### src/tvp_pkg.sv
// ----------------------------------------------------------------------------
// tvp_pkg
// Shared constants and helpers for the trapezoidal velocity profile.
// ----------------------------------------------------------------------------
package tvp_pkg;

  localparam int FRAC_BITS_DEF = 16;
  localparam int CFG_IDX_W     = 3;

  typedef enum logic [CFG_IDX_W-1:0] {
    REG_ACCEL = 3'd0,
    REG_PEAK  = 3'd1,
    REG_START = 3'd2,
    REG_END   = 3'd3,
    REG_LEN   = 3'd4
  } cfg_reg_t;

  typedef enum logic [1:0] {
    PH_ACCEL  = 2'd0,
    PH_CRUISE = 2'd1,
    PH_DECEL  = 2'd2
  } phase_t;

  // saturate a wide signed value to 32 bit signed
  function automatic logic signed [31:0] sat32(input logic signed [67:0] v);
    logic signed [31:0] res;
    if ((&v[67:31]) || !(|v[67:31])) begin
      res = v[31:0];
    end else if (v[67]) begin
      res = 32'sh8000_0000;
    end else begin
      res = 32'sh7FFF_FFFF;
    end
    return res;
  endfunction

endpackage

### src/tvp_div.sv
// ----------------------------------------------------------------------------
// tvp_div
// Serial signed divider, one quotient bit per cycle, truncating toward zero,
// quotient saturated to 32 bit signed.
// ----------------------------------------------------------------------------
module tvp_div
  import tvp_pkg::*;
#(
  parameter int NW = 32 + FRAC_BITS_DEF
) (
  input  logic                 clk,
  input  logic                 rst_n,
  input  logic                 start,
  input  logic signed [NW:0]   num,
  input  logic        [30:0]   den,
  output logic                 done,
  output logic signed [31:0]   quo
);

  localparam int CW = $clog2(NW);

  logic                run_r, run_nxt;
  logic                fix_r, fix_nxt;
  logic                done_r, done_nxt;
  logic                neg_r;
  logic [CW-1:0]       cnt_r;
  logic [NW-1:0]       dvd_r;
  logic [30:0]         rem_r;
  logic [30:0]         den_r;
  logic signed [31:0]  quo_r;

  logic [NW:0]         mag;
  logic [31:0]         trial;
  logic                qbit;
  logic [31:0]         diff;
  logic signed [67:0]  qext;

  assign mag   = num[NW] ? (NW+1)'(0) - num : num;
  assign trial = {rem_r, dvd_r[NW-1]};
  assign diff  = trial - {1'b0, den_r};
  assign qbit  = (trial >= {1'b0, den_r});
  assign qext  = neg_r ? 68'sd0 - $signed({{(68-NW){1'b0}}, dvd_r})
                       : $signed({{(68-NW){1'b0}}, dvd_r});

  always_comb begin
    run_nxt  = run_r;
    fix_nxt  = 1'b0;
    done_nxt = 1'b0;
    if (start) begin
      run_nxt = 1'b1;
    end else if (run_r && (cnt_r == CW'(NW - 1))) begin
      run_nxt = 1'b0;
      fix_nxt = 1'b1;
    end else if (fix_r) begin
      done_nxt = 1'b1;
    end
  end

  always_ff @(posedge clk) begin
    if (!rst_n) begin
      run_r  <= 1'b0;
      fix_r  <= 1'b0;
      done_r <= 1'b0;
      cnt_r  <= '0;
    end else begin
      run_r  <= run_nxt;
      fix_r  <= fix_nxt;
      done_r <= done_nxt;
      if (start) begin
        cnt_r <= '0;
      end else if (run_r) begin
        cnt_r <= cnt_r + CW'(1);
      end
    end
  end

  always_ff @(posedge clk) begin
    if (start) begin
      neg_r <= num[NW];
      dvd_r <= mag[NW-1:0];
      rem_r <= '0;
      den_r <= den;
    end else if (run_r) begin
      rem_r <= qbit ? diff[30:0] : trial[30:0];
      dvd_r <= {dvd_r[NW-2:0], qbit};
    end
    if (fix_r) begin
      quo_r <= sat32(qext);
    end
  end

  assign done = done_r;
  assign quo  = quo_r;

endmodule

### config.mk
export PLATFORM = sky130hd
export DESIGN_NAME = tvp_div
export DESIGN_NICKNAME = d
export VERILOG_FILES = /design/src/tvp_pkg.sv /design/src/tvp_div.sv
export SDC_FILE = /design/constraint.sdc
export NUM_CORES = 1
export LEC_CHECK = 0
export ABC_AREA = 0
export BUFFER_PORTS_ARGS = -buffer_cell sky130_fd_sc_hd__buf_2
export CORE_MARGIN = 2
export CORE_UTILIZATION = 40
export DETAILED_ROUTE_END_ITERATION = 8
export GPL_ROUTABILITY_DRIVEN = 0
export PLACE_DENSITY = 0.68
export SYNTH_ARGS = -nofsm -noshare
export SYNTH_HDL_FRONTEND = slang
export SYNTH_SLANG_ARGS = --single-unit
export TNS_END_PERCENT = 10
### constraint.sdc
create_clock -name clk -period 6.1 [get_ports clk]
set_clock_uncertainty 0.15 [all_clocks]
set_input_delay 1.22 -clock clk [delete_from_list [all_inputs] [get_ports clk]]
set_output_delay 1.22 -clock clk [all_outputs]
set_load 0.01 [all_outputs]
**Yosys cells after proc, flatten, opt, wreduce, memory -nomap -nowiden**

Index checks and enable logic that the tools add are counted.
W data, S select, Z words.

- Bits in registers: 152
- Latch bits: 0
- Memory bits (writable): 0
- ROM bits: 0
- Input port bits: 83
- Output and inout bits: 33
- Memories kept: 0

- Add/sub/neg operators: 4
- Multipliers: 0
- Divide/modulo/power cells: 0
- Order comparisons: 1
- Eq/ne operators: 1
- Shift operators: 0
- Muxes and demuxes: 11
- Bitwise logic cells: 1
- Reduce and logical (&&, ||, !) cells: 9

Operator list:

| cell | count |
|---|---|
| $mux W48 | 3 |
| $mux W68 | 1 |
| $mux W32 | 2 |
| $sub A1 B48 Y49 const A | 1 |
| $sub A1 B48 Y48 const A | 1 |
| $reduce_and A37 Y1 | 1 |
| $reduce_or A37 Y1 | 1 |
| $ge A32 B31 Y1 | 1 |
| $mux W31 | 1 |
| $sub A31 B31 Y31 | 1 |
| $add A6 B1 Y6 const B | 1 |
| $eq A6 B6 Y1 const B | 1 |
| $mux W1 | 4 |
| $reduce_bool A2 Y1 | 2 |
| $reduce_or A3 Y1 | 1 |
| $reduce_or A2 Y1 | 1 |
| $logic_and A1 B1 Y1 | 1 |
| $logic_not A1 Y1 | 1 |
| $logic_or A1 B1 Y1 | 1 |
| $not A1 Y1 | 1 |

**Depth between registers and ports, before layout**

Gate-level depths: netlist (run 1).

- Depth after elaboration: 6
- Depth in mapped cells: 13

**Worst setup path after synthesis (run 1)**

OpenSTA, ideal clock, no wires.

- Path kind: input to register
- Start point: in num[18]
- End point: reg dvd_r[47], data pin
- Setup time: 0.270 ns
- Arrival: 3.648 ns
- Data required time: 5.680 ns
- Setup slack: 2.031 ns
- Stages on the path: 9
- Path buffers: 0
- Cells stage by stage: or4_1 > or4_1 > nor4_1 > nand4b_1 > nor4_1 > nand2_1 > o41ai_1 > xor2_1 > a21oi_1

- Cells in the longest elaborated chain, start to end: 3

RTL lines:

| item | line | RTL |
|---|---|---|
| start: declaration | tvp_div.sv:14 | `input logic signed [NW:0] num,` |
| $sub A1 B48 Y48 | tvp_div.sv:38 | `assign mag = num[NW] ? (NW+1)'(0) - num : num;` |
| $mux W48 | tvp_div.sv:38 |  |
| $mux W48 | tvp_div.sv:78 | `if (start) begin` |
| end signal: assignment | tvp_div.sv:80 | `dvd_r <= mag[NW-1:0];` |
| end signal: assignment | tvp_div.sv:85 | `dvd_r <= {dvd_r[NW-2:0], qbit};` |
| end: declaration | tvp_div.sv:27 | `logic [NW-1:0] dvd_r;` |

No other way between the ends.
A chain may end at the register's enable or synchronous reset.

**Final worst setup path (run 1)**

- Start point: reg dvd_r[0]
- End point: reg quo_r[28] (netlist: quo[28]), data pin

- Cells in the longest elaborated chain, start to end: 6

RTL lines:

| item | line | RTL |
|---|---|---|
| $sub A1 B48 Y49 (*) | tvp_div.sv:42 | `assign qext = neg_r ? 68'sd0 - $signed({{(68-NW){1'b0}}, dvd_r})` |
| $mux W68 (*) | tvp_div.sv:42 |  |
| $reduce_or A37 Y1 | tvp_pkg.sv:27 | `if ((&v[67:31]) \|\| !(\|v[67:31])) begin` |
| $logic_not A1 Y1 | tvp_pkg.sv:27 |  |
| $logic_or A1 B1 Y1 | tvp_pkg.sv:27 |  |
| $mux W32 (*) | tvp_pkg.sv:27 |  |
| end signal: assignment | tvp_div.sv:88 | `quo_r <= sat32(qext);` |
| end: declaration | tvp_div.sv:30 | `logic signed [31:0] quo_r;` |

Every way passes the cells marked *; elsewhere a longest branch is shown, timed or not.

==> results of run 1 <==
==> synthesized netlist by cell type (5+ instances only) <==
cell,count,share of area (%)
clkbuf_1,44,1.7
nor3b_1,5,0.38
a21o_1,14,1.1
mux2i_1,45,4.5
a21oi_1,94,4.7
nand3_1,18,0.90
a211oi_1,28,2.1
inv_1,44,1.7
or4_1,8,0.60
o31ai_1,30,2.3
a31oi_1,12,0.75
nand2_1,65,2.4
or3_1,14,0.88
nand2b_1,8,0.50
xor2_1,94,8.3
o41ai_1,14,1.2
dfxtp_1,40,8.0
nor2b_1,10,0.63
nor3_1,13,0.65
nand4_1,12,0.75
o21a_1,5,0.38
o21bai_1,5,0.38
nor2_1,106,4.0
nor4_1,13,0.82
xnor2_1,21,1.8
and3_1,6,0.38
edfxtp_1,112,34
nand3b_1,7,0.53
ha_1,34,4.3
o21ai_0,44,2.2
==> cell families after synthesis <==
logic type                 after synthesis  share of synthesized area [%]
and+or+nand+nor                        316                           16.7
AOI/OAI and AO/OA                      274                           17.6
DFF                                    152                           41.8
xor gates and xnor gates               115                           10.1
buffers and inverters                   98                           4.15
muxes                                   50                           5.12
adders and majority gates               35                           4.47
==> layout make-up <==
class | count | area [um2]
sequential | 152 | 4170
clock inverter | 15 | 179
fill | 2318 | 13000
clock buffer | 17 | 425
timing repair buffer | 122 | 631
antenna | 1 | 2.50
tap | 324 | 405
inverter | 44 | 165
multi-input combinational | 790 | 5410
==> layout by cell type, fill, tap and decap left out, types with 10 or more instances in the layout <==
master and n:
buf_2 114, edfxtp_1 112, nor2_1 106, xor2_1 94, a21oi_1 94, nand2_1 65
mux2i_1 45, inv_1 44, o21ai_0 44, dfxtp_1 39, ha_1 34, o31ai_1 30
a211oi_1 28, xnor2_1 21, nand3_1 18, clkbuf_16 17, or3_1 14, o41ai_1 14
a21o_1 14, nor3_1 13, nor4_1 13, nand4_1 12, a31oi_1 12, nor2b_1 10
==> flip-flops by register name, summed over array words and instances (netlist names) <==
| signal | flops |
|---|---|
| rem_r | 31 |
| dvd_r | 48 |
| cnt_r | 6 |
| den_r | 31 |
| neg_r | 1 |
| fix_r | 1 |
| quo | 32 |
| run_r | 1 |
| done | 1 |
==> through the flow <==
stage / total power, mW / area, um2
floorplan: 1.71 / 9970
global placement: 1.86 / 10800
detailed placement: 1.87 / 10800
CTS: 2.93 / 11400
global route: 3.07 / 11400
finish: 2.91 / 11400
==> how the worst max path moves through the flow <==
stage	startpoint	to	slack, ps	depth (start not counted)
floorplan	num[18]	dvd_r[47]	2030	9
global placement	num[18]	dvd_r[47]	1270	10
detailed placement	num[18]	dvd_r[47]	1210	10
CTS	dvd_r[0]	quo[21]	1590	11
global route	dvd_r[0]	quo[28]	1290	11
finish	dvd_r[0]	quo[28]	1570	11
==> worst max-delay path, cell delays in order (launching register included) <==
cell and delay [ps]:
edfxtp_1 470, inv_1 110, ha_1 210, or4b_1 600
nor4_1 370, nand4_1 260, o31a_1 650, nor3b_1 340
nand4b_1 200, o31ai_4 240, buf_4 450, mux2i_1 160
==> layer usage <==
metal | GRT usage (%) | vias up
li1 | - | 4037
met1 | 24.0 | 3702
met2 | 28.8 | 194
met3 | 2.68 | 35
met4 | 5.79 | 0
met5 | 0 | -
==> report_power, final <==
group,total (mW),internal (mW),switching [mW]
clock,1.05,0.553,0.497
sequential,1.28,1.20,0.0825
combinational,0.578,0.241,0.338
==> run summary, run 1 <==
• result of the run: finished clean
• unique cell type count in the Yosys netlist: 70
• Clock Tree Root: clkbuf_16
• Top Layer Used: met4
• type of the tightest min-delay check: flop to flop
• number of post-CTS setup repair buffers: 0
• arrival time of data at the critical path endpoint: 4500 ps
• Final Core Density: 46.7%
• count of mapped cells out of synthesis: 1,040
• Met3 Routed Length: 906 um
• number of buffers created by CTS: 17
• HPWL after DPL: 16,300 um
• Final setup viols: 0
• CTS sink count: 152
• detailed router's first-iteration violation count: 620
• met2 routed wirelength: 10,600 um
• wire length per cell after detailed routing: 15.4 um
• area of the die: 26,200 um2
• summed instance area of the synthesized netlist: 9970 um2
• Core Region: 24,400 um2
• level count of the clock H-tree: 4
• CP Data Required Time: 6070 ps
• largest vdd supply drop: 167 uV
• proportion of synthesized chip area in sequential cells: 41.8%
• Final Net Count: 1,245
• std cell rows: 57
• detailed-routing iteration count for the pre-antenna-repair pass: 5
• width of the die: 162 um
• total global-route track usage: 17.6%
• largest driver fanout on the critical path: 34
• Post-DRT Antenna Nets: 0
• final setup TNS: 0 ps
• end of the worst register-to-register path: quo[28]
• fin crit period: 4530 ps
• wire length after detailed routing: 22,600 um
• number of hold buffers added after cts: 0
• critical path endpoint category: flop
• share of post-route cells with drive strength above 1: 16.1%
• Final Max Tran Viols: 0
• headroom to the max-slew limit: 22.7%
• maxcap violations: 0
• number of nets produced by synthesis: 1,158
• number of synthesized flops with an enable pin: 112
• maximum number of pins on one net before global-route repair: 70
• via count of the first global-routing pass: 7,593
• standby leakage power: 4.43 nW
• number of warnings issued by yosys: 0
• post_cts resized: 0
• Cells on Worst Hold Path: 2
• Tcrit/Tclk final: 74.3%
• Met1 Wirelength: 10,600 um
• final hold slack: 340 ps
• r2r startpoint: dvd_r[0]
• total power density per cell area: 256 nW/um2
• DR vias: 7,968
• final count of hold timing violations: 0
• top_reg_cell synth: edfxtp_1
• category of the worst setup path launch point: flop
• GRT overflow: 0
• final std cells w/o fill: 1,465
• highest attainable clock frequency: 0.221 GHz
• placed cell count: 1,432
• starting density of the core: 40.9%
• Post-Place Setup Slack: 1210 ps
• register-to-register path setup slack: 1570 ps
• start-to-end type of the worst setup path: flop to flop
• actual slew at the worst max-slew pin: 1160 ps
• Max Buffers Root-to-Sink: 2
• setup repair after global routing missed its margin: no
• number of antenna violations at the first check in global routing: 0
• clock transition time at the flip-flop clock pins of the worst setup and hold paths: 70 ps
• WHS Endpoint: cnt_r[5]
• number of synthesized register bits: 152
• Skew-Pair Late Insertion Delay: 420 ps
• TritonCTS clock tree: built
• wire length of the first global-routing pass: 37,600 um
• cell count of the worst reg-to-reg path: 11
• synthesized area divided by synthesized cell count: 9.58 um2
• height of the chip: 162 um
• I/O pin count: 116
• vias per cell: 5.44
• fraction of registers with async set/reset: 0%
• HP Start: cnt_r[5]
• count of buffers from port buffering: 115
• final setup slack of the worst path: 1570 ps
• post-synthesis to final-layout area growth: 14.2%
• DR DRC count: 0
Note: power is estimated with default switching activity, not from simulation.
==> inputs of run 2 (changes only) <==
- ABC_AREA: 0 -> 1
- clock period: 6.1 -> 4.3 ns (I/O delays scaled with it)
==> run summary, run 2 <==
• fin crit period: 3490 ps, -1040 ps
• final setup TNS: 0 ps, unchanged
• Final setup viols: 0, unchanged
• count of mapped cells out of synthesis: 1,557, +50%
• DR DRC count: 0, unchanged
• leading cell types in the layout, fill and taps excluded: nand2_1, nor2_1, inv_1, buf_2, edfxtp_1
• proportion of synthesized chip area in sequential cells: 37.9%, -3.9 points
• synthesized area divided by synthesized cell count: 7.06 um2, -26%
• via count of the first global-routing pass: 9,665, +27%
• Worst path top cell family by delay: simple AND/OR/NAND/NOR gates
• number of antenna violations at the first check in global routing: 0, unchanged
• level count of the clock H-tree: 4, unchanged
• number of synthesized register bits: 152, unchanged
• post_cts resized: 0, unchanged
• cell type of the slowest stage on the worst timing path: nand3_2
• number of post-CTS setup repair buffers: 0, unchanged
• post-synthesis cell type with the largest combined area: edfxtp_1
• Final Max Tran Viols: 0, unchanged
• most common cell type on the critical path: nand2_1
• highest attainable clock frequency: 0.287 GHz, +30%
• CTS sink count: 152, unchanged
• CP Data Required Time: 4460 ps, -1610 ps
• detailed router's first-iteration violation count: 947, +53%
• starting density of the core: 40.8%, -0.075 points
• TritonCTS clock tree: built
• Largest Register: dvd_r
• area of the die: 28,800 um2, +10%
• top_reg_cell synth: edfxtp_1
• actual slew at the worst max-slew pin: 989 ps, -170 ps
• largest stage delay on the critical path: 470 ps, -180 ps
• unique cell type count in the Yosys netlist: 48, -31%
• Final Net Count: 1,781, +43%
• number of warnings issued by yosys: 0, unchanged
• Yosys top cell area share: 30.6%, -3.1 points
• number of flip-flops under the largest register name: 48, unchanged
• std cell rows: 60, +5.3%
• start-to-end type of the worst setup path: flop to flop
• antenna cell count: 0, -1
• largest driver fanout on the critical path: 31, -8.8%
• wire length of the first global-routing pass: 48,300 um, +28%
• wire length after detailed routing: 29,800 um, +32%
• I/O pin count: 116, unchanged
• cell with the most instances after synthesis: nand2_1
• share of post-route cells with drive strength above 1: 11.6%, -4.5 points
• maxcap violations: 0, unchanged
• detailed-routing iteration count for the pre-antenna-repair pass: 6, +1
• largest cells by area after synthesis: edfxtp_1, nand2_1, nor2_1
• Cells on Worst Hold Path: 2, unchanged
• total global-route track usage: 20.8%, +3.2 points
• summed instance area of the synthesized netlist: 11,000 um2, +10%
• final std cells w/o fill: 2,017, +38%
• total power density per cell area: 314 nW/um2, +23%
• number of nets produced by synthesis: 1,675, +45%
• type of the tightest min-delay check: flop to flop
• wire length per cell after detailed routing: 14.7 um, -4.4%
• count of fill cells added during filler insertion: 2,668, +15%
• Tcrit/Tclk final: 81.1%, +6.8 points
• width of the die: 170 um, +4.9%
• WHS Endpoint: rem_r[7]
• final count of hold timing violations: 0, unchanged
• Clock Tree Root: clkbuf_16
• cell chain of the critical path: inv_1, ha_1, fa_1, o21ai_1, a21oi_1, o21ai_2, nand2_1, nand2_1, nand2_1, nand3_2, buf_4, nand2_1, o211ai_1, nand2_1
• headroom to the max-slew limit: 34.0%, +11 points
• HPWL after DPL: 23,200 um, +42%
• number of hold buffers added after cts: 0, unchanged
• count of buffers from port buffering: 115, unchanged
• height of the chip: 170 um, +4.9%
• clock transition time at the flip-flop clock pins of the worst setup and hold paths: 70 ps, about the same
• largest vdd supply drop: 223 uV, +34%
• r2r startpoint: dvd_r[47]
• HP Start: rem_r[7]
• Post-DRT Antenna Nets: 0, unchanged
• commonest non-fill, non-tap cell in the layout: nand2_1
• vias per cell: 5.22, -4.1%
• GRT overflow: 0, unchanged
• critical path endpoint category: flop
• fraction of registers with async set/reset: 0%, unchanged
• result of the run: finished clean
• post-synthesis to final-layout area growth: 13.3%
• arrival time of data at the critical path endpoint: 3650 ps, -850 ps
• end of the worst register-to-register path: rem_r[12]
• DR vias: 10,500, +32%
• number of buffers created by CTS: 17, unchanged
• standby leakage power: 5.63 nW, +27%
• category of the worst setup path launch point: flop
• setup repair after global routing missed its margin: no
• synth cell count leaders: nand2_1, nor2_1, inv_1
• cell count of the worst reg-to-reg path: 14, +3
• Bufs and invs on worst path: 2, unchanged
• number of synthesized flops with an enable pin: 112, unchanged
• Max Buffers Root-to-Sink: 2, unchanged
• Core Region: 27,000 um2, +10%
• maximum number of pins on one net before global-route repair: 53, -24%
• placed cell count: 1,985, +39%
• register-to-register path setup slack: 810 ps, -760 ps
• Skew-Pair Late Insertion Delay: 420 ps, about the same
[run 2: per-stage QoR]
step / power, mW / utilization [%] / setup WS, ps / hold WS (ps) / cell area, um2
3_5_place_dp: 2.45 / 44.1 / 866 / 311 / 11900
5_1_grt: 4.08 / 46.2 / 426 / 346 / 12500
2_1_floorplan: 2.23 / - / 1520 / 296 / 11000
6_report: 3.91 / 46.2 / 812 / 320 / 12500
4_1_cts: 3.92 / 46.2 / 850 / 321 / 12500
3_3_place_gp: 2.44 / 44.1 / 1000 / 308 / 11900
[run 2: kinds of logic (layout without fill, tap and decap cells)]
logic type / count (synthesis) / after routing / synth area share [%]
AO/OA/AOI/OAI: 208 / 208 / 10.5
XOR/XNOR: 84 / 84 / 6.69
adder cells (fa/ha/maj): 35 / 35 / 4.05
buffers and inverters: 205 / 324 / 7.49
flip-flops: 152 / 152 / 37.9
AND/OR/NAND/NOR: 873 / 873 / 33.4
[run 2: where the power goes]
part	switching, mW	internal [mW]
Sequential	0.0954	1.68
Clock	0.625	0.855
Combinational	0.436	0.223
Total	1.16	2.75
[run 2: metal layers]
metal | part of all wire, % | track usage, %
met5 | 0 | 0
met4 | 1.9 | 5.80
met2 | 43 | 32.3
met1 | 48 | 30.2
met3 | 6.3 | 2.87
[run 2: worst max-delay path by stage]
stage	startpoint	to	slack [ps]	cells after the start
global placement	dvd_r[47]	rem_r[18]	1000	14
floorplan	start	dvd_r[0]	1520	3
finish	dvd_r[47]	rem_r[12]	810	14
global route	dvd_r[47]	rem_r[11]	430	14
CTS	dvd_r[47]	rem_r[11]	850	14
detailed placement	dvd_r[47]	rem_r[11]	870	14
[run 2: tightest hold or removal path, cell delays in order (launching register included)]
cell and delay, ps:
dfxtp_1 320, nand2_1 60, nand2_1 40
[run 2: cell type report]
class	count	area (um2)	area share [%]
Clock inverter	15	150	1.21
Sequential cell	152	4160	33.4
Timing Repair Buffer	126	658	5.28
Tap cell	341	427	3.43
Clock buffer	17	425	3.42
Multi-Input combinational cell	1200	6010	48.2
Inverter	166	623	5.00
